### config.mk
export PLATFORM = sky130hd
export DESIGN_NAME = rat_probe
export DESIGN_NICKNAME = d
export VERILOG_FILES = /design/src/hdl/rat_pkg.sv /design/src/hdl/rat_probe.sv
export SDC_FILE = /design/constraint.sdc
export NUM_CORES = 1
export LEC_CHECK = 0
export BUFFER_PORTS_ARGS = -buffer_cell sky130_fd_sc_hd__clkbuf_2
export CORE_ASPECT_RATIO = 0.75
export CORE_MARGIN = 3
export CORE_UTILIZATION = 30
export CTS_CLUSTER_DIAMETER = 120
export DETAILED_ROUTE_END_ITERATION = 12
export GPL_TIMING_DRIVEN = 0
export PLACE_DENSITY_LB_ADDON = 0.1
export SLEW_MARGIN = 10
export SYNTH_ARGS = -nofsm -noshare
export SYNTH_HDL_FRONTEND = slang
export SYNTH_SLANG_ARGS = --single-unit
### constraint.sdc
create_clock -name clock -period 22 [get_ports clock]
set_input_delay 1.1 -clock clock [delete_from_list [all_inputs] [get_ports clock]]
set_output_delay 1.1 -clock clock [all_outputs]
set_load 0.02 [all_outputs]
### src/hdl/rat_pkg.sv
// Shared types and constants for the range address translation table.
// Used by rat_cell, rat_probe, range_address_translation_table_top and the testbench.
// Depends on nothing else.
package rat_pkg;

   localparam int TableEntries = 16;
   localparam int IdxW = (TableEntries > 1) ? $clog2(TableEntries) : 1;
   localparam int AddrW = 64;

   typedef enum logic [1:0] {
      OP_ADD    = 2'd0,
      OP_REMOVE = 2'd1,
      OP_H2G    = 2'd2,
      OP_G2H    = 2'd3
   } op_type;

   typedef enum logic [3:0] {
      ST_IDLE    = 4'b0001,
      ST_COMPACT = 4'b0010,
      ST_SCAN    = 4'b0100,
      ST_FINISH  = 4'b1000
   } state_type;

   // One stored range as it travels along the chain.
   typedef struct packed {
      logic             valid;
      logic [AddrW-1:0] host_base;
      logic [AddrW-1:0] length;
      logic [AddrW-1:0] guest_base;
   } entry_type;

   // Broadcast command to every cell.
   typedef struct packed {
      logic             rotate;
      logic             compact;
      logic             append;
      logic [AddrW-1:0] host_addr;
      logic [AddrW-1:0] length;
      logic [AddrW-1:0] guest_addr;
   } cell_cmd_type;

   // Control of the lookup unit at the head of the chain.
   typedef struct packed {
      logic clear;
      logic enable;
      logic h2g;
   } probe_cmd_type;

endpackage

### src/hdl/rat_probe.sv
// Lookup unit at the head of the translation table chain.
// Tests the range passing the head each cycle and keeps the first hit.
// Depends on rat_pkg.
module rat_probe (
   input  logic                   clock,
   input  logic                   reset,
   input  rat_pkg::probe_cmd_type ctrl,
   input  logic [63:0]            addr,
   input  rat_pkg::entry_type     head,
   output logic                   found,
   output logic [63:0]            result_addr
);
   import rat_pkg::*;

   logic             hit_ff, hit_in;
   logic [AddrW-1:0] other_ff, other_in;
   logic [AddrW-1:0] diff_ff, diff_in;
   logic [AddrW-1:0] base;
   logic [AddrW-1:0] other;
   logic [AddrW-1:0] diff;
   logic             in_range;

   assign base  = ctrl.h2g ? head.host_base : head.guest_base;
   assign other = ctrl.h2g ? head.guest_base : head.host_base;
   assign diff  = addr - base;

   // The range end must not wrap past the top of the address space, which is
   // the same as the length not exceeding the complement of the base.
   assign in_range = head.valid && (addr >= base) && (diff < head.length)
                     && (head.length <= ~base);

   always_comb begin
      hit_in   = hit_ff;
      other_in = other_ff;
      diff_in  = diff_ff;
      priority if (ctrl.clear) begin
         hit_in = 1'b0;
      end else if (ctrl.enable && in_range && !hit_ff) begin
         hit_in   = 1'b1;
         other_in = other;
         diff_in  = diff;
      end
   end

   always_ff @(posedge clock) begin
      if (reset) begin
         hit_ff <= 1'b0;
      end else begin
         hit_ff <= hit_in;
      end
   end

   always_ff @(posedge clock) begin
      other_ff <= other_in;
      diff_ff  <= diff_in;
   end

   assign found       = hit_ff;
   assign result_addr = hit_ff ? (other_ff + diff_ff) : '0;

endmodule

# Yosys cells after proc, flatten, opt, wreduce, memory -nomap -nowiden
# Cells that the tools add are included.
[classes]
reduce_logical = 8
addsub = 2
mux = 3
bitwise_logic = 2
order_cmp = 3
[op_table]
columns = ["cell", "n"]
rows = [
  ["64-bit 2-to-1 mux", 3],
  ["64-bit adder", 1],
  ["64-bit >= comparator", 1],
  ["64-bit <= comparator", 1],
  ["64-bit < comparator", 1],
  ["64-bit inverter", 1],
  ["64-bit subtractor", 1],
  ["1-bit logical AND", 5],
  ["2-bit AND reduction", 1],
  ["2-bit OR reduction", 1],
  ["1-bit logical NOT", 1],
  ["1-bit inverter", 1],
]
[word_totals]
wordCells = 21
inputBits = 262
reg_bits = 129

# Longest topological paths before layout
[logic_depth]
depth_word = 8
ltp_mapped = 28
ltp_nobuf = 26

# Least setup slack after synthesis
# OpenSTA, ideal clock, no wires.
[synth_path]
path_kind = "input port to flip-flop"
from = "input ctrl[0] (netlist name)"
to = "register diff_ff[0] (enable)"
path_slack_ns = 9.928
path_buffers = 2
arrival_ns = 11.455
setup_ns = 0.617
stages = 25
path_cell_list = "clkbuf_1 clkbuf_1 mux2i_1 ha_1 a21o_1 o21bai_1 a221o_1 a211oi_2 o31ai_1 a31o_4 a2111oi_4 nor2_1 a211oi_2 xnor2_1 ha_1 a21o_1 a21o_1 a21o_1 a21o_1 a21oi_1 o2111a_1 o41ai_1 a211oi_1 o211ai_1 nor2_1"
[synth_via]
elab_chain_cells = 8
[synth_lines]
columns = ["item", "line_no", "rtl"]
rows = [
  ["start, declared", "rat_probe.sv:7", "input rat_pkg::probe_cmd_type ctrl,"],
  ["64-bit 2-to-1 mux", "rat_probe.sv:23", "assign base = ctrl.h2g ? head.host_base : head.guest_base;"],
  ["64-bit subtractor", "rat_probe.sv:25", "assign diff = addr - base;"],
  ["net diff[57]", "rat_probe.sv:20", "logic [AddrW-1:0] diff;"],
  ["64-bit < comparator", "rat_probe.sv:29", "assign in_range = head.valid && (addr >= base) && (diff < head.length)"],
  ["1-bit logical AND", "rat_probe.sv:29", ""],
  ["1-bit logical AND", "rat_probe.sv:30", "&& (head.length <= ~base);"],
  ["1-bit logical AND (2 in series)", "rat_probe.sv:38", "end else if (ctrl.enable && in_range && !hit_ff) begin"],
  ["2-bit AND reduction (no source line)", "--", ""],
  ["end signal, assigned", "rat_probe.sv:55", "diff_ff <= diff_in;"],
  ["end, declared", "rat_probe.sv:17", "logic [AddrW-1:0] diff_ff, diff_in;"],
]
# The timed path passes the listed nets, and every way through them passes these cells.
# A chain may end at the register's enable or synchronous reset.

# Worst setup path in the final report
[layout_path]
from = "input ctrl[0] (netlist name)"
to = "register diff_ff[21] (enable)"
# Same word-level chain as after synthesis.

==> flow_metrics.tcl <==
set metrics [dict create \
    run_status "complete, no violations" \
    whs_path_depth 2 \
    setup-tns-final_ns 0 \
    placed_cells 2913 \
    slew_viol_final 0 \
    grt_use_total_pct 21.6 \
    n_fill_cell 5619 \
    ir_drop_mv 0.0512 \
    yosys_warnings 0 \
    synth_common_cells "ha_1 (255), a21oi_1 (166), inv_1 (166)" \
    drcViolationCount 0 \
    async_reset_ff_share_pct 0 \
    route.vias.total 15300 \
    drive_above_1_share_pct 21.3 \
    die_area_um2 57400 \
    fmax_mhz 99.8 \
    num_io_pins 327 \
    start_kind "input pin" \
    setup_viol 0 \
    fp.dieW_um 276 \
    syn_area_per_cell_um2 8.75 \
    dp_hpwl_mm 54.2 \
    synth_top_area_share_pct 23.5 \
    max_cap_viol_count 0 \
    yosysTopAreaCell "edfxtp_1" \
    holdBufCountCts 0 \
    hold_violations 0 \
    intPower_uw 642 \
    gp_congestion 0.912 \
    row_count 73 \
    timing.slew.headroom_pct 16.0 \
    ys_ff_latch 129 \
    synth_edf_count 128 \
    syn_inst 1870 \
    first_iter_violations 878 \
    cts_resized 0 \
    synthesis.nets 2389 \
    core_area_um2 53400 \
    cts_sinks 129 \
    crit_type "in -> reg" \
    wl_per_cell_um 21.3 \
    numCtsBuffers 17 \
    hp-start "reset" \
    fin_crit_sh_pct 45.6 \
    power_frac_seq_pct 28.1 \
    ant_nets 0 \
    grt_max_degree 29 \
    clkLatencyLatePin_ns 0.46 \
    synth_flop_cell "edfxtp_1" \
    numPortBuffers 325 \
    fin_nets 2739 \
    combPwrFrac_pct 42.9 \
    synth.area.top_cells "edfxtp_1 (23%), ha_1 (19%), a21o_1 (6.4%), a21oi_1 (5.1%), mux2_2 (4.4%)" \
    finalNonFillerCells 2947 \
    crit_path_end_kind "register" \
    utilization_pct 36.7 \
    syn_to_final_growth_pct 19.8 \
    die_h_um 208 \
    cp_max_fo 28 \
    clock_path_buffers 2 \
    min_path_type "in -> reg" \
    antenna_found_initial 2 \
    timing.rr.end "diff_ff[21]" \
    rsz0062_at_grt "false" \
    p_sw_uw 391 \
    post-synth-top-count-cell "ha_1" \
    power.density_nw_per_um2 52.7 \
    syn_area_um2 16400 \
    grt_pass1_vias 15200 \
    root_buffer "clkbuf_16" \
    fin_crit_ns 10.02 \
    cts_tree "yes" \
    wirelength_mm 62.8 \
    cts.clk_slew.worst_paths_ns 0.06 \
    critPathRequiredTime_ns 22.21 \
    synth_seq_area_share_pct 23.6 \
    start_util_pct 30.6 \
    whs_endpoint "found" \
    ys_types 75 \
    cts_setup_buffers 0 \
    ff2ff_path_depth 9 \
    grt_pass1_wl_mm 93.1 \
    first_pass_iters 5 \
    htreeDepth 4 \
    viasPerCell 5.18 \
    worstReg2RegStart "found" \
    tightestPinTransition_ns 1.25 \
    swShare_pct 37.9 \
    overflow 0 \
    worstPathArrival_ns 10.23 \
    leakage_uw 0.00945 \
    rrSetupSlack_ns 18.37 \
    clkPwrFrac_pct 29.0 \
    finClkSkew_ns 0.00850 \
]
[metrics by stage]
stage          cell area [um2]  power [uW]  hold slack (ns)  worst slack [ns]
4_1_cts                  19600        1040            0.812             11.89
3_5_place_dp             19000         733             1.24             11.39
6_report                 19600        1030            0.839             11.98
2_1_floorplan            16400         585            0.812              9.93
5_1_grt                  19600        1100            0.814             11.49
3_3_place_gp             18900         728             1.22              3.34
[cell usage in the layout, fill, tap and decap left out, types with 46 or more instances in the layout]
master	n
clkbuf_2	325
ha_1	255
inv_1	166
a21oi_1	166
a21o_1	139
edfxtp_1	128
nor2_1	124
nand2_1	110
o21ai_0	75
mux2i_1	70
nand4_1	67
xnor2_1	67
mux2_2	64
clkbuf_1	48
xor2_1	46
[how the worst max path moves through the flow]
| stage | cells after the start | end | slack (ns) | startpoint |
|---|---|---|---|---|
| 2_1_floorplan | 25 | diff_ff[0] | 9.93 | ctrl[0] |
| 3_3_place_gp | 26 | diff_ff[9] | 3.34 | ctrl[0] |
| 3_5_place_dp | 25 | diff_ff[21] | 11.39 | ctrl[0] |
| 4_1_cts | 25 | diff_ff[21] | 11.89 | ctrl[0] |
| 5_1_grt | 25 | diff_ff[21] | 11.49 | ctrl[0] |
| 6_report | 23 | diff_ff[21] | 11.98 | ctrl[0] |
[worst max-delay path, cell delays in order]
cell and delay (ns):
clkbuf_1 0.81, buf_1 0.78, mux2i_1 0.57, ha_1 0.26, a21oi_1 0.12, o211ai_1 0.34
a31oi_1 0.22, o31ai_1 1.02, a41oi_1 0.36, o41a_1 0.56, o21ai_1 0.34, a221oi_2 0.11
xnor2_1 0.19, ha_1 0.32, nand4_1 0.16, nor4_1 0.78, nand4_1 0.34, o41ai_1 0.64
a211oi_1 0.11, o211ai_1 0.34, nor2_4 0.25, buf_12 0.24, buf_12 0.18
[cell type report]
class                      count  area [um2]  area share [%]
clock buffer                  17         425            2.17
clock inverter                15         169           0.862
buffer                        62         244            1.24
timing repair buffer         331        1740            8.86
tap                          712         891            4.54
sequential                   129        3860            19.7
multi-input combinational   1512       11600            59.4
antenna                        2        5.00          0.0255
inverter                     167         627            3.20
[cell families after synthesis]
kind of cell | Yosys count | synth area share [%]
buffers and inverters | 229 | 5.32
AND/OR/NAND/NOR | 445 | 13.3
AO/OA/AOI/OAI | 563 | 23.3
flip-flops | 129 | 23.6
XOR/XNOR | 113 | 6.05
adder cells (fa/ha/maj) | 257 | 19.7
multiplexers | 134 | 8.68
[sequential cells by signal (all words and copies together) (netlist names)]
register	cells
other_ff	64
diff_ff	64
found	1
[layer usage]
layer	share of wire, %	routed length [um]	track usage (%)	up-vias
met5	0	0	0	-
met4	1.3	816	4.16	0
met3	5.4	3390	2.73	48
met2	41	25800	31.4	408
met1	52	32800	33.8	7179
li1	-	-	-	7628
[power groups by stage]
stage               Combinational [uW]  Sequential, uW  Clock, uW
floorplan                          289             296          0
global placement                   430             298          0
detailed placement                 437             296          0
CTS                                441             290        308
global route                       494             291        315
finish                             443             290        299
Note: power is estimated with default switching activity, not from simulation.
