$ cat src/hdl/rat_pkg.sv
// Shared types and constants for the range address translation table.
// Used by rat_cell, rat_probe, range_address_translation_table_top and the testbench.
// Depends on nothing else.
package rat_pkg;

   localparam int TableEntries = 16;
   localparam int IdxW = (TableEntries > 1) ? $clog2(TableEntries) : 1;
   localparam int AddrW = 64;

   typedef enum logic [1:0] {
      OP_ADD    = 2'd0,
      OP_REMOVE = 2'd1,
      OP_H2G    = 2'd2,
      OP_G2H    = 2'd3
   } op_type;

   typedef enum logic [3:0] {
      ST_IDLE    = 4'b0001,
      ST_COMPACT = 4'b0010,
      ST_SCAN    = 4'b0100,
      ST_FINISH  = 4'b1000
   } state_type;

   // One stored range as it travels along the chain.
   typedef struct packed {
      logic             valid;
      logic [AddrW-1:0] host_base;
      logic [AddrW-1:0] length;
      logic [AddrW-1:0] guest_base;
   } entry_type;

   // Broadcast command to every cell.
   typedef struct packed {
      logic             rotate;
      logic             compact;
      logic             append;
      logic [AddrW-1:0] host_addr;
      logic [AddrW-1:0] length;
      logic [AddrW-1:0] guest_addr;
   } cell_cmd_type;

   // Control of the lookup unit at the head of the chain.
   typedef struct packed {
      logic clear;
      logic enable;
      logic h2g;
   } probe_cmd_type;

endpackage

$ cat src/hdl/rat_cell.sv
// One storage cell of the translation table chain.
// Holds a single range and takes its neighbour's range on a shift.
// Depends on rat_pkg.
module rat_cell (
   input  logic                  clock,
   input  logic                  reset,
   input  rat_pkg::cell_cmd_type cmd,
   input  logic                  prev_valid,
   input  logic                  shift_in,
   input  rat_pkg::entry_type    next_entry,
   output logic                  shift_out,
   output rat_pkg::entry_type    entry
);
   import rat_pkg::*;

   logic             valid_ff, valid_in;
   logic [AddrW-1:0] host_ff, host_in;
   logic [AddrW-1:0] length_ff, length_in;
   logic [AddrW-1:0] guest_ff, guest_in;
   logic             kill;

   // A cell matching the remove key starts the left shift from here upwards.
   assign kill      = valid_ff && (guest_ff == cmd.guest_addr) && (length_ff == cmd.length);
   assign shift_out = shift_in | kill;

   always_comb begin
      valid_in  = valid_ff;
      host_in   = host_ff;
      length_in = length_ff;
      guest_in  = guest_ff;
      priority if (cmd.rotate || (cmd.compact && shift_out)) begin
         valid_in  = next_entry.valid;
         host_in   = next_entry.host_base;
         length_in = next_entry.length;
         guest_in  = next_entry.guest_base;
      end else if (cmd.append && !valid_ff && prev_valid) begin
         valid_in  = 1'b1;
         host_in   = cmd.host_addr;
         length_in = cmd.length;
         guest_in  = cmd.guest_addr;
      end
   end

   always_ff @(posedge clock) begin
      if (reset) begin
         valid_ff <= 1'b0;
      end else begin
         valid_ff <= valid_in;
      end
   end

   always_ff @(posedge clock) begin
      host_ff   <= host_in;
      length_ff <= length_in;
      guest_ff  <= guest_in;
   end

   assign entry = '{valid: valid_ff, host_base: host_ff, length: length_ff,
                    guest_base: guest_ff};

endmodule

$ cat config.mk
export PLATFORM = sky130hd
export DESIGN_NAME = rat_cell
export DESIGN_NICKNAME = d
export VERILOG_FILES = /design/src/hdl/rat_pkg.sv /design/src/hdl/rat_cell.sv
export SDC_FILE = /design/constraint.sdc
export NUM_CORES = 1
export LEC_CHECK = 0
export BUFFER_PORTS_ARGS = -buffer_cell sky130_fd_sc_hd__buf_2
export CAP_MARGIN = 20
export CORE_AREA = 2 2 227 229
export CTS_BUF_LIST = sky130_fd_sc_hd__clkbuf_16
export CTS_CLUSTER_DIAMETER = 100
export CTS_CLUSTER_SIZE = 12
export DETAILED_ROUTE_END_ITERATION = 16
export DIE_AREA = 0 0 229 231
export PLACE_DENSITY = 0.52
export SLEW_MARGIN = 20
export SYNTH_ARGS = -nofsm -noshare
export SYNTH_HDL_FRONTEND = slang
export SYNTH_SLANG_ARGS = --single-unit
$ cat constraint.sdc
create_clock -name clock -period 18.1 [get_ports clock]
set_input_delay 1.81 -clock clock [delete_from_list [all_inputs] [get_ports clock]]
set_output_delay 1.81 -clock clock [all_outputs]
set_load 0.1 [all_outputs]
# After elaboration in Yosys (flattened, before gate mapping)
# Cells that the tools add are included.
[totals]
in_bits = 392
word_cells = 23
regBits = 193
[classes]
n_reduce_logical = 8
eq_ne = 2
n_bitwise = 1
muxes = 8
[op_table]
columns = ["cell", "count"]
rows = [
  ["two-way mux 64 bit", 6],
  ["equality test 64 bit", 2],
  ["logical AND 1 bit", 5],
  ["two-way mux 1 bit", 2],
  ["nonzero test 2 bit", 1],
  ["zero test 1 bit", 1],
  ["logical OR 1 bit", 1],
  ["bitwise OR 1 bit", 1],
]

# Longest topological paths before layout
# Gate-level depths: netlist of the first run.
[depth]
ltp_word = 7
ltp_mapped = 9

# Worst setup path after synthesis of the first run
# OpenSTA, ideal clock, no wires.
[synth_path]
path_kind = "in2reg"
startpoint = "in prev_valid"
endpoint = "reg guest_ff[0] (enable)"
cell_stages = 2
setup_slack_ps = 1861
setup_time_ps = 1009
arrival_ps = 15229
path_buffers = 0
path_cell_list = "nand2_1 > o21ai_0"
[synth_between]
elab_chain_len = 2
[synth_rtl]
columns = ["item", "line_no", "rtl"]
rows = [
  ["start, declared", "rat_cell.sv:8", "input logic prev_valid,"],
  ["logical AND 1 bit", "rat_cell.sv:36", "end else if (cmd.append && !valid_ff && prev_valid) begin"],
  ["nonzero test 2 bit (no source line)", "--", ""],
  ["end signal, assigned", "rat_cell.sv:55", "guest_ff <= guest_in;"],
  ["end, declared", "rat_cell.sv:19", "logic [AddrW-1:0] guest_ff, guest_in;"],
]
# Every way passes these cells.
# A chain may end at the register's enable or synchronous reset.

# Final worst setup path of the first run
[layout_path]
startpoint = "in cmd[61] (netlist bit)"
endpoint = "out shift_out"
[layout_between]
elab_chain_len = 4
[layout_rtl]
columns = ["item", "line_no", "rtl"]
rows = [
  ["start, declared", "rat_cell.sv:7", "input rat_pkg::cell_cmd_type cmd,"],
  ["equality test 64 bit", "rat_cell.sv:23", "assign kill = valid_ff && (guest_ff == cmd.guest_addr) && (length_ff == cmd.length);"],
  ["logical AND 1 bit (2 in a row)", "rat_cell.sv:23", ""],
  ["bitwise OR 1 bit", "rat_cell.sv:24", "assign shift_out = shift_in | kill;"],
  ["end, declared", "rat_cell.sv:11", "output logic shift_out,"],
]
# Every way passes these cells.

==> results of run 1 <==
[worst reg2reg max path: cells and delay by family, from the launching register on]
kind / cells / cell delay, ns
AOI/OAI and AO/OA: 4 / 1.27
DFF: 1 / 0.43
buffers and inverters: 2 / 1.44
and+or+nand+nor: 3 / 1.16
[state kept, by name, summed over array words and instances, names as in the netlist]
register	cells
guest_ff	64
host_ff	64
length_ff	64
valid_ff	1
[per-layer routing]
metal  up-vias  GRT usage [%]  wire, µm
met5         -              0        26
met4         4           4.46       618
met3        33           4.69      2790
met2       367           24.4     18900
met1      3664           15.6     14900
li1       3632              -         -
[power groups by stage]
stage	clock [W]	combinational (W)	sequential, W
finish	0.000399	0.000520	0.000573
global route	0.000431	0.000541	0.000578
CTS	0.000416	0.000525	0.000573
detailed placement	0	0.000524	0.000583
global placement	0	0.000523	0.000582
floorplan	0	0.0000929	0.000904
[how the worst min path moves through the flow]
stage | slack [ns] | cells past startpoint | endpoint | startpoint
after floorplan | 0.60 | 3 | valid_ff | valid_ff
after CTS | 0.95 | 3 | valid_ff | valid_ff
after detailed placement | 0.93 | 3 | valid_ff | valid_ff
after global routing | 1.0 | 3 | valid_ff | valid_ff
after global placement | 0.94 | 3 | valid_ff | valid_ff
final | 0.85 | 3 | valid_ff | valid_ff
[stage by stage]
stage          util, %  setup slack [ns]  total power, W  std cells
6_report          27.8             11.67         0.00149       1927
5_1_grt           27.8             11.10         0.00155       1926
4_1_cts           27.8             11.10         0.00151       1924
3_5_place_dp      26.6             10.94         0.00111       1892
3_3_place_gp      26.6             11.00         0.00111       1892
2_1_floorplan        -              1.86        0.000997        643
[kinds of logic (layout without fill, tap and decap cells)]
group	count (synthesis)	after routing
buffers and inverters	49	651
and+or+nand+nor	94	94
xor gates and xnor gates	81	81
AOI/OAI and AO/OA	33	33
muxes	193	193
DFF	193	193
other	0	2
[synth_stat cells, drive strengths merged (2+ instances only)]
cell       n
nor2b     35
nand4     20
a2111o    11
buf       19
clkbuf     3
a21oi      2
nand2b    20
edfxtp   192
inv       27
nor2       2
xor2      13
o2111ai    6
nand3      2
nor4      13
mux2     193
o22ai      9
xnor2     68
[area by class of cell]
type	instances	share of cell area [%]
repair buffers	592	21.3
diodes	2	0.0355
multi-input cells	401	26.7
clock inverters	15	1.21
clock buffers	17	3.01
inverters	27	0.718
flip-flops and latches	193	41.0
well taps	680	6.03
==> impl_results.md, run 1 <==
* DRT iter0 DRCs at between 200 and 300
* Post-synth top area share at between 50 and 60%
* Post-synth EDFFs at 192
* Drt first pass iters at 4
* VDD IR-drop max at between 0.04 and 0.05 mV
* Remaining DRCs at 0
* Final Slew Violations at 0
* Normalized max-slew margin at a little under a third
* Post-Syn Area at approximately 0.01 mm²
* Post-Synthesis Mean Instance Area at roughly 15 µm²
* NetSw at about 0.00063 W
* Via Count at 7700
* CP Launch Type: input port
* Worst path bufs/invs at 2
* Total gr overflow at 0
* Internal at 0.000866 W
* Final setup vio count at 0
* Design area at approximately 0.014 mm²
* Final-report hold violation count at 0
* Chip height at 231 µm
* Vias/cell at 4.00
* Placed cell areas at ~0.013 mm²
* Post-CTS setup buffer count at 0
* RSZ-0062 raised after global routing: false
* Initial Utilization at approximately a fifth
* Critical path startpoint: cmd[61]
* IO Port Bufs at just under 600
* Synth Area in Adders at 0%
* Crit-path slowest cell: nor4_1
* PostCTS Resize Cnt at 0
* Largest family of logic cells by synthesized area: multiplexers
* RR Endpoint: length_ff[59]
* Xor and xnor area share after synthesis at 7.19%
* Final Hold Slack at roughly 0.85 ns
* Total clock buffers created by CTS at 17
* Post-DRT Antenna Nets at 0
* Drt total wl at ~37 mm
* R2r worst-path depth at 9
* Setup Skew at slightly above 0.02 ns
* Die Width at around 230 µm
* Root buffer cell: clkbuf_16
* Most used flip-flop cell after synthesis: edfxtp_1
* Sequential share of power at between 30% and 40%
* Fin crit period at ~6.4 ns
* Async set-or-reset flop fraction in the synthesized netlist at 0%
* Max_cap viols at 0
* Post-synthesis mux area share at 22.0%
* Final period utilization at 35.5%
* GPL Wtd Cong at 0.911
* Reg clk slew, reported paths at around 0.080 ns
* Hold-fix buffers, CTS at 0
* Total GRT Usage at 13.8%
* Initial antenna violation count at 7
* Commonest cells after routing, fill and taps aside: 585 x buf_2, 192 x edfxtp_1, 159 x mux2_1, 68 x xnor2_1, 35 x nor2b_1
* Crit path required time at 16.29 ns
* Core box area at roughly 0.051 mm²
* Area contributors post-synth: edfxtp_1 58%, mux2_1 18%, xnor2_1 6.0%
* Synthesis-to-layout area growth at 43.1%
* Area of the multi-input gates at between 0.003 and 0.004 mm²
* Crit path to: shift_out
* First-pass GRT wire length at around 53 mm
* F_max at 156 MHz
* Row count at just over 80
* Synth Instances at 643
* Commonest non-fill, non-tap cell in the layout: buf_2
* Largest net degree at the start of global routing at 76
* Top Family by Delay on Critical Path: simple AND/OR/NAND/NOR gates
* Biggest cell delay along the critical path at ~0.69 ns
* Fill count at between 5000 and 6000
* Yosys top cell by area: edfxtp_1
* CTS tree: done
* Ys Warns at 0
* Clock power frac at between 20% and 30%
* Critical Path Stages at 7
* P per Cell Area at approximately 110 mW/mm²
* Worst slew pin tran at 1.04 ns
* Post-Synth Simple-Gate Area at under 10%
* CP Capture Type: output pin
* WS Path Type: input port to output pin
* Seq cells post-synth at 193
* Lkg Pwr at 5.91 nW
* Worst path cell trace: buf_2, xnor2_1, nand4_1, nor4_1, nand4_1, o41ai_2, buf_2
* Comb power frac at roughly a third
* Sw frac at a little over two fifths
* Setup TNS at 0 ns
* Synth unique cells at 28
* DP HPWL at between 30 and 40 mm
* Synthesized Nets at roughly 1000
* Outcome: complete, no violations
* Layout cells sized above 1 at ~53%
* Synth Area in Compound Gates at between 2 and 3%
* Die area at roughly 0.053 mm²
* CTS Sinks at between 150 and 200
* Hold Crit Class: register to register
* Layout net count at 1624
* Clk_lat worst skew at about 0.49 ns
* CP max FO at 2
* Worst reg2reg startpoint: length_ff[3]
* Vias in the first global route at ~8200
* Clock tree buffer depth at 2
* Reg area at ~0.0058 mm²
* # IOs at 586
* H-tree Lvls at 4
* CP Data Arrival Time at around 4.6 ns
* R2R Setup Slk at approximately 13 ns
* Post-synthesis sequential area ratio at slightly below 60%
* Wire length per cell at between 15 and 20 µm
Note: power is estimated with default switching activity, not from simulation.
==> run 2: changes to the inputs <==
--- a/config.mk
+++ b/config.mk
@@ -13,7 +13,7 @@
 export CTS_CLUSTER_SIZE = 12
 export DETAILED_ROUTE_END_ITERATION = 16
 export DIE_AREA = 0 0 229 231
-export PLACE_DENSITY = 0.52
+export PLACE_DENSITY = 0.54
 export SLEW_MARGIN = 20
 export SYNTH_ARGS = -nofsm -noshare
 export SYNTH_HDL_FRONTEND = slang
==> constraint.sdc (replaced) <==
create_clock -name clock -period 5.6 [get_ports clock]
set_input_delay 0.56 -clock clock [delete_from_list [all_inputs] [get_ports clock]]
set_output_delay 0.56 -clock clock [all_outputs]
set_load 0.1 [all_outputs]
==> impl_results.md, run 2 (synthesized netlist as in run 1, its figures left out) <==
* Outcome: complete, no violations
* P per Cell Area at 342 mW/mm²
* Lkg Pwr at 5.94 nW
* Post-DRT Antenna Nets at 0
* Commonest non-fill, non-tap cell in the layout: buf_2
* Chip height at 231 µm
* Drt total wl at 37.2 mm
* IO Port Bufs at roughly 590
* Total GRT Usage at 13.9%
* Placed cell areas at around 0.014 mm²
* PostCTS Resize Cnt at 0
* Design area at around 0.014 mm²
* DP HPWL at a little over 30 mm
* Max_cap viols at 0
* CTS Sinks at approximately 190
* # IOs at around 590
* Post-CTS setup buffer count at 0
* CP Launch Type: register
* F_max at about 240 MHz
* Largest regs: guest_ff: 64 flops, host_ff: 64 flops, length_ff: 64 flops
* VDD IR-drop max at about 0.20 mV
* Drt first pass iters at 4
* Crit-path slowest cell: nor4_1
* Hold Crit Class: input port to register
* CP Data Arrival Time at between 4 and 5 ns
* Total gr overflow at 0
* Setup Skew at approximately 0.015 ns
* Antenna Diode Count at 0
* Worst path bufs/invs at 2
* Initial antenna violation count at 2
* CTS tree: done
* Top Family by Delay on Critical Path: simple AND/OR/NAND/NOR gates
* Worst path cell trace: xnor2_1, nand4_1, nor4_1, nand4_1, o41ai_4, a21oi_4, buf_4, o21ai_4, buf_12
* CP Capture Type: register
* Layout net count at 1624
* Total clock buffers created by CTS at 17
* Setup TNS at 0 ns
* Die area at 0.0529 mm²
* Worst path most repeated cell: nand4_1
* Clock tree buffer depth at 2
* Remaining DRCs at 0
* Core box area at between 0.05 and 0.06 mm²
* First-pass GRT wire length at 53.1 mm
* Reg clk slew, reported paths at approximately 0.07 ns
* Clk_lat worst skew at between 0.4 and 0.5 ns
* Vias/cell at just over 4
* Initial Utilization at between 15 and 20%
* Worst slew pin tran at just under 0.8 ns
* CP max FO at 79
* Final Slew Violations at 0
* Root buffer cell: clkbuf_16
* H-tree Lvls at 4
* Fill count at ~5400
* Biggest cell delay along the critical path at approximately 0.7 ns
* Layout cells sized above 1 at a little over half
* Wire length per cell at about 19 µm
* Final setup vio count at 0
* Normalized max-slew margin at 48.0%
* WS Path Type: register to register
* Crit path required time at ~5.7 ns
* Commonest cells after routing, fill and taps aside: 585 x buf_2, 192 x edfxtp_1, 159 x mux2_1, 68 x xnor2_1, 35 x nor2b_1
* Vias in the first global route at approximately 8300
* Final-report hold violation count at 0
* Die Width at between 200 and 250 µm
* RSZ-0062 raised after global routing: false
* Fin crit period at 4.19 ns
* GPL Wtd Cong at about 0.94
* Largest net degree at the start of global routing at about 110
* Row count at 83
* Via Count at 7757
* Hold-fix buffers, CTS at 0
* Final period utilization at about three quarters
* DRT iter0 DRCs at ~320
* Synthesis-to-layout area growth at 43.4%
## run 2: cell type report
cell class	instances	area [µm²]	share of cell area [%]
inverter	27	101	0.717
multi-input combinational	401	3780	26.8
timing repair buffer	592	3020	21.3
clock buffer	17	425	3.01
clock inverter	15	174	1.23
sequential	193	5790	40.9
tap	680	851	6.02
## run 2: report_power, final
group          switching [W]  leakage (nW)  internal, W
Clock               0.000628         0.292     0.000671
Combinational        0.00132          3.70     0.000361
Sequential         0.0000830          1.95      0.00177
## run 2: per-stage QoR
step	power (W)	instances	util, %	setup slack [ns]	hold slack, ns
floorplan	0.00318	643	-	0.0202	0.662
global route	0.00500	1925	27.9	1.18	0.321
CTS	0.00490	1925	27.9	1.23	0.304
finish	0.00483	1925	27.9	1.41	0.347
global placement	0.00357	1893	26.7	1.06	0.841
detailed placement	0.00358	1893	26.7	1.02	0.844
## run 2: worst reg2reg max path: stages, from the launching register on
cell and delay (ns):
edfxtp_1 0.41, xnor2_1 0.34, nand4_1 0.41, nor4_1 0.72, nand4_1 0.32, o41ai_4 0.37
a21oi_4 0.11, buf_4 0.31, o21ai_4 0.31, buf_12 0.41
## run 2: metal layers
layer / vias to the layer above / track usage (%) / wire (µm)
met5: - / 0 / 0
met4: 0 / 4.83 / 620
met3: 29 / 4.06 / 2560
met2: 343 / 24.5 / 18900
met1: 3762 / 16.1 / 15200
li1: 3623 / - / -
## run 2: final timing paths
path	start	endpoint	slack (ns)	depth (start not counted)
max	guest_ff[48]	guest_ff[36]	1.41	9
min	next_entry[153]	host_ff[25]	0.35	2
max reg2reg	guest_ff[48]	guest_ff[36]	1.41	9
min reg2reg	valid_ff	valid_ff	0.88	3
==> run 3: changes to the inputs <==
==> constraint.sdc (replaced) <==
create_clock -name clock -period 3.6 [get_ports clock]
set_input_delay 0.36 -clock clock [delete_from_list [all_inputs] [get_ports clock]]
set_output_delay 0.36 -clock clock [all_outputs]
set_load 0.1 [all_outputs]
==> impl_results.md, run 3 (synthesized netlist as in run 1, its figures left out) <==
* Final Core Density at between 20% and 30%
* Placed Instances at about 1900
* Row count at between 80 and 90
* Crit-path slowest cell: o41ai_4
* Crit path required time at approximately 3.2 ns
* Reg area at 0.00579 mm²
* Fin crit period at between 3 and 4 ns
* Via Count at a little under 8000
* CP Capture Type: output pin
* CP Data Arrival Time at between 3 and 4 ns
* Commonest cells after routing, fill and taps aside: 584 x buf_2, 192 x edfxtp_1, 110 x mux2_4, 68 x xnor2_1, 49 x mux2_1
* Core box area at between 0.05 and 0.06 mm²
* Total clock buffers created by CTS at 17
* Commonest non-fill, non-tap cell in the layout: buf_2
* Clock tree buffer depth at 2
* Worst slew pin tran at between 0.6 and 0.7 ns
* Initial Utilization at between 10% and 20%
* CP Launch Type: register
* Drt total wl at approximately 38 mm
* Clk_lat worst skew at ~0.50 ns
* Remaining DRCs at 0
* Total gr overflow at 0
* First-pass GRT wire length at 54.0 mm
* Biggest cell delay along the critical path at 0.52 ns
* Hold Crit Class: input port to register
* Worst reg2reg startpoint: guest_ff[11]
* RR Endpoint: host_ff[47]
* Die area at about 0.053 mm²
* Synthesis-to-layout area growth at 50.7%
* Setup Skew at around 0.016 ns
* Max_cap viols at 0
* Post-CTS setup buffer count at 0
* Layout cells sized above 1 at 62.7%
* Worst path cell trace: nor2b_1, a2111o_1, nor4_1, nand4_1, o41ai_4, buf_4, buf_12
* # IOs at just under 600
* P per Cell Area at 516 mW/mm²
* Drt first pass iters at 7
* Final-report hold violation count at 0
* VDD IR-drop max at 0.295 mV
* Vias in the first global route at 8292
* Lkg Pwr at roughly 6.5 nW
* R2R Setup Slk at approximately 0.22 ns
* Outcome: complete, no violations
* Hold-fix buffers, CTS at 0
* Normalized max-slew margin at 56.1%
* H-tree Lvls at 4
* PostCTS Resize Cnt at 0
* Hold EP: host_ff[56]
* Root buffer cell: clkbuf_16
* Initial antenna violation count at 7
* Chip height at 231 µm
* Post-Layout Cell Count at 1951
* CTS tree: done
* Area of the multi-input gates at between 0.004 and 0.005 mm²
* RSZ-0062 raised after global routing: false
* WS Path Type: register to output pin
* CP max FO at 3
* Fill count at 5308
* Final period utilization at 95.5%
* Reg clk slew, reported paths at 0.08 ns
* DRT iter0 DRCs at between 300 and 400
* R2r worst-path depth at 8
* Final Hold Slack at about 0.15 ns
* IO Port Bufs at 585
* Final Slew Violations at 0
* Largest regs: guest_ff: 64 flops, host_ff: 64 flops, length_ff: 64 flops
* DP HPWL at 31.1 mm
* Vias/cell at 4.01
* CTS Sinks at approximately 190
* GPL Wtd Cong at between 0.8 and 0.9
* Wire length per cell at between 15 and 20 µm
* Layout net count at 1649
* Post-DRT Antenna Nets at 0
* Worst hold stages at 2
* Largest net degree at the start of global routing at 56
* Total GRT Usage at about 14%
* Hold Path Origin: cmd[184]
* F_max at 291 MHz
* Die Width at ~230 µm
* Final setup vio count at 0
## run 3: cell count changes in the layout (fill, tap and decap cells not counted), moves of 2 or more
cell and delta:
mux2_1 -110, clkinv_2 +2, clkinv_4 -2, clkinv_8 +3, buf_4 +16, mux2_4 +110, buf_12 +10
## run 3: worst max path at each step
stage,startpoint,to,slack [ns]
final,guest_ff[11],shift_out,0.16
after global routing,guest_ff[11],shift_out,0.01
after CTS,guest_ff[11],shift_out,0.04
after detailed placement,cmd[115],host_ff[30],0.17
after global placement,guest_ff[11],host_ff[47],0.16
after floorplan,guest_ff[19],guest_ff[0],-1.95
## run 3: layout make-up
type                       count  area share (%)
clock inverter                15            1.15
antenna                        1          0.0168
multi-input combinational    401            28.2
inverter                      27           0.682
clock buffer                  17            2.86
timing repair buffer         617            22.4
tap                          680            5.72
sequential                   193            38.9
## run 3: worst max-delay path: cells and delay by family (launching register included)
kind	cells	cell delay [ns]
simple gates	3	0.95
buf+inv	2	0.35
compound gates	2	0.82
flops	1	0.46
## run 3: where the power goes
part / switching [W] / internal (W)
sequential: 0.000127 / 0.00275
clock: 0.00103 / 0.000987
combinational: 0.00209 / 0.000693
## run 3: metal layers
metal	vias up	track usage, %	wire length (µm)
met5	-	0	55
met4	8	4.55	636
met3	46	4.29	2350
met2	293	23.3	18400
met1	3786	17.6	16400
li1	3681	-	-
## run 3: metrics by stage
| step | total power, W | setup TNS, ns | worst slack [ns] | instance area (µm²) |
|---|---|---|---|---|
| after floorplan | 0.00506 | -482.29 | -1.95 | 10300 |
| after global routing | 0.00798 | 0 | 0.0126 | 14900 |
| after CTS | 0.00781 | 0 | 0.0401 | 14900 |
| after detailed placement | 0.00572 | 0 | 0.174 | 14300 |
| after global placement | 0.00571 | 0 | 0.162 | 14300 |
| final | 0.00768 | 0 | 0.162 | 14900 |
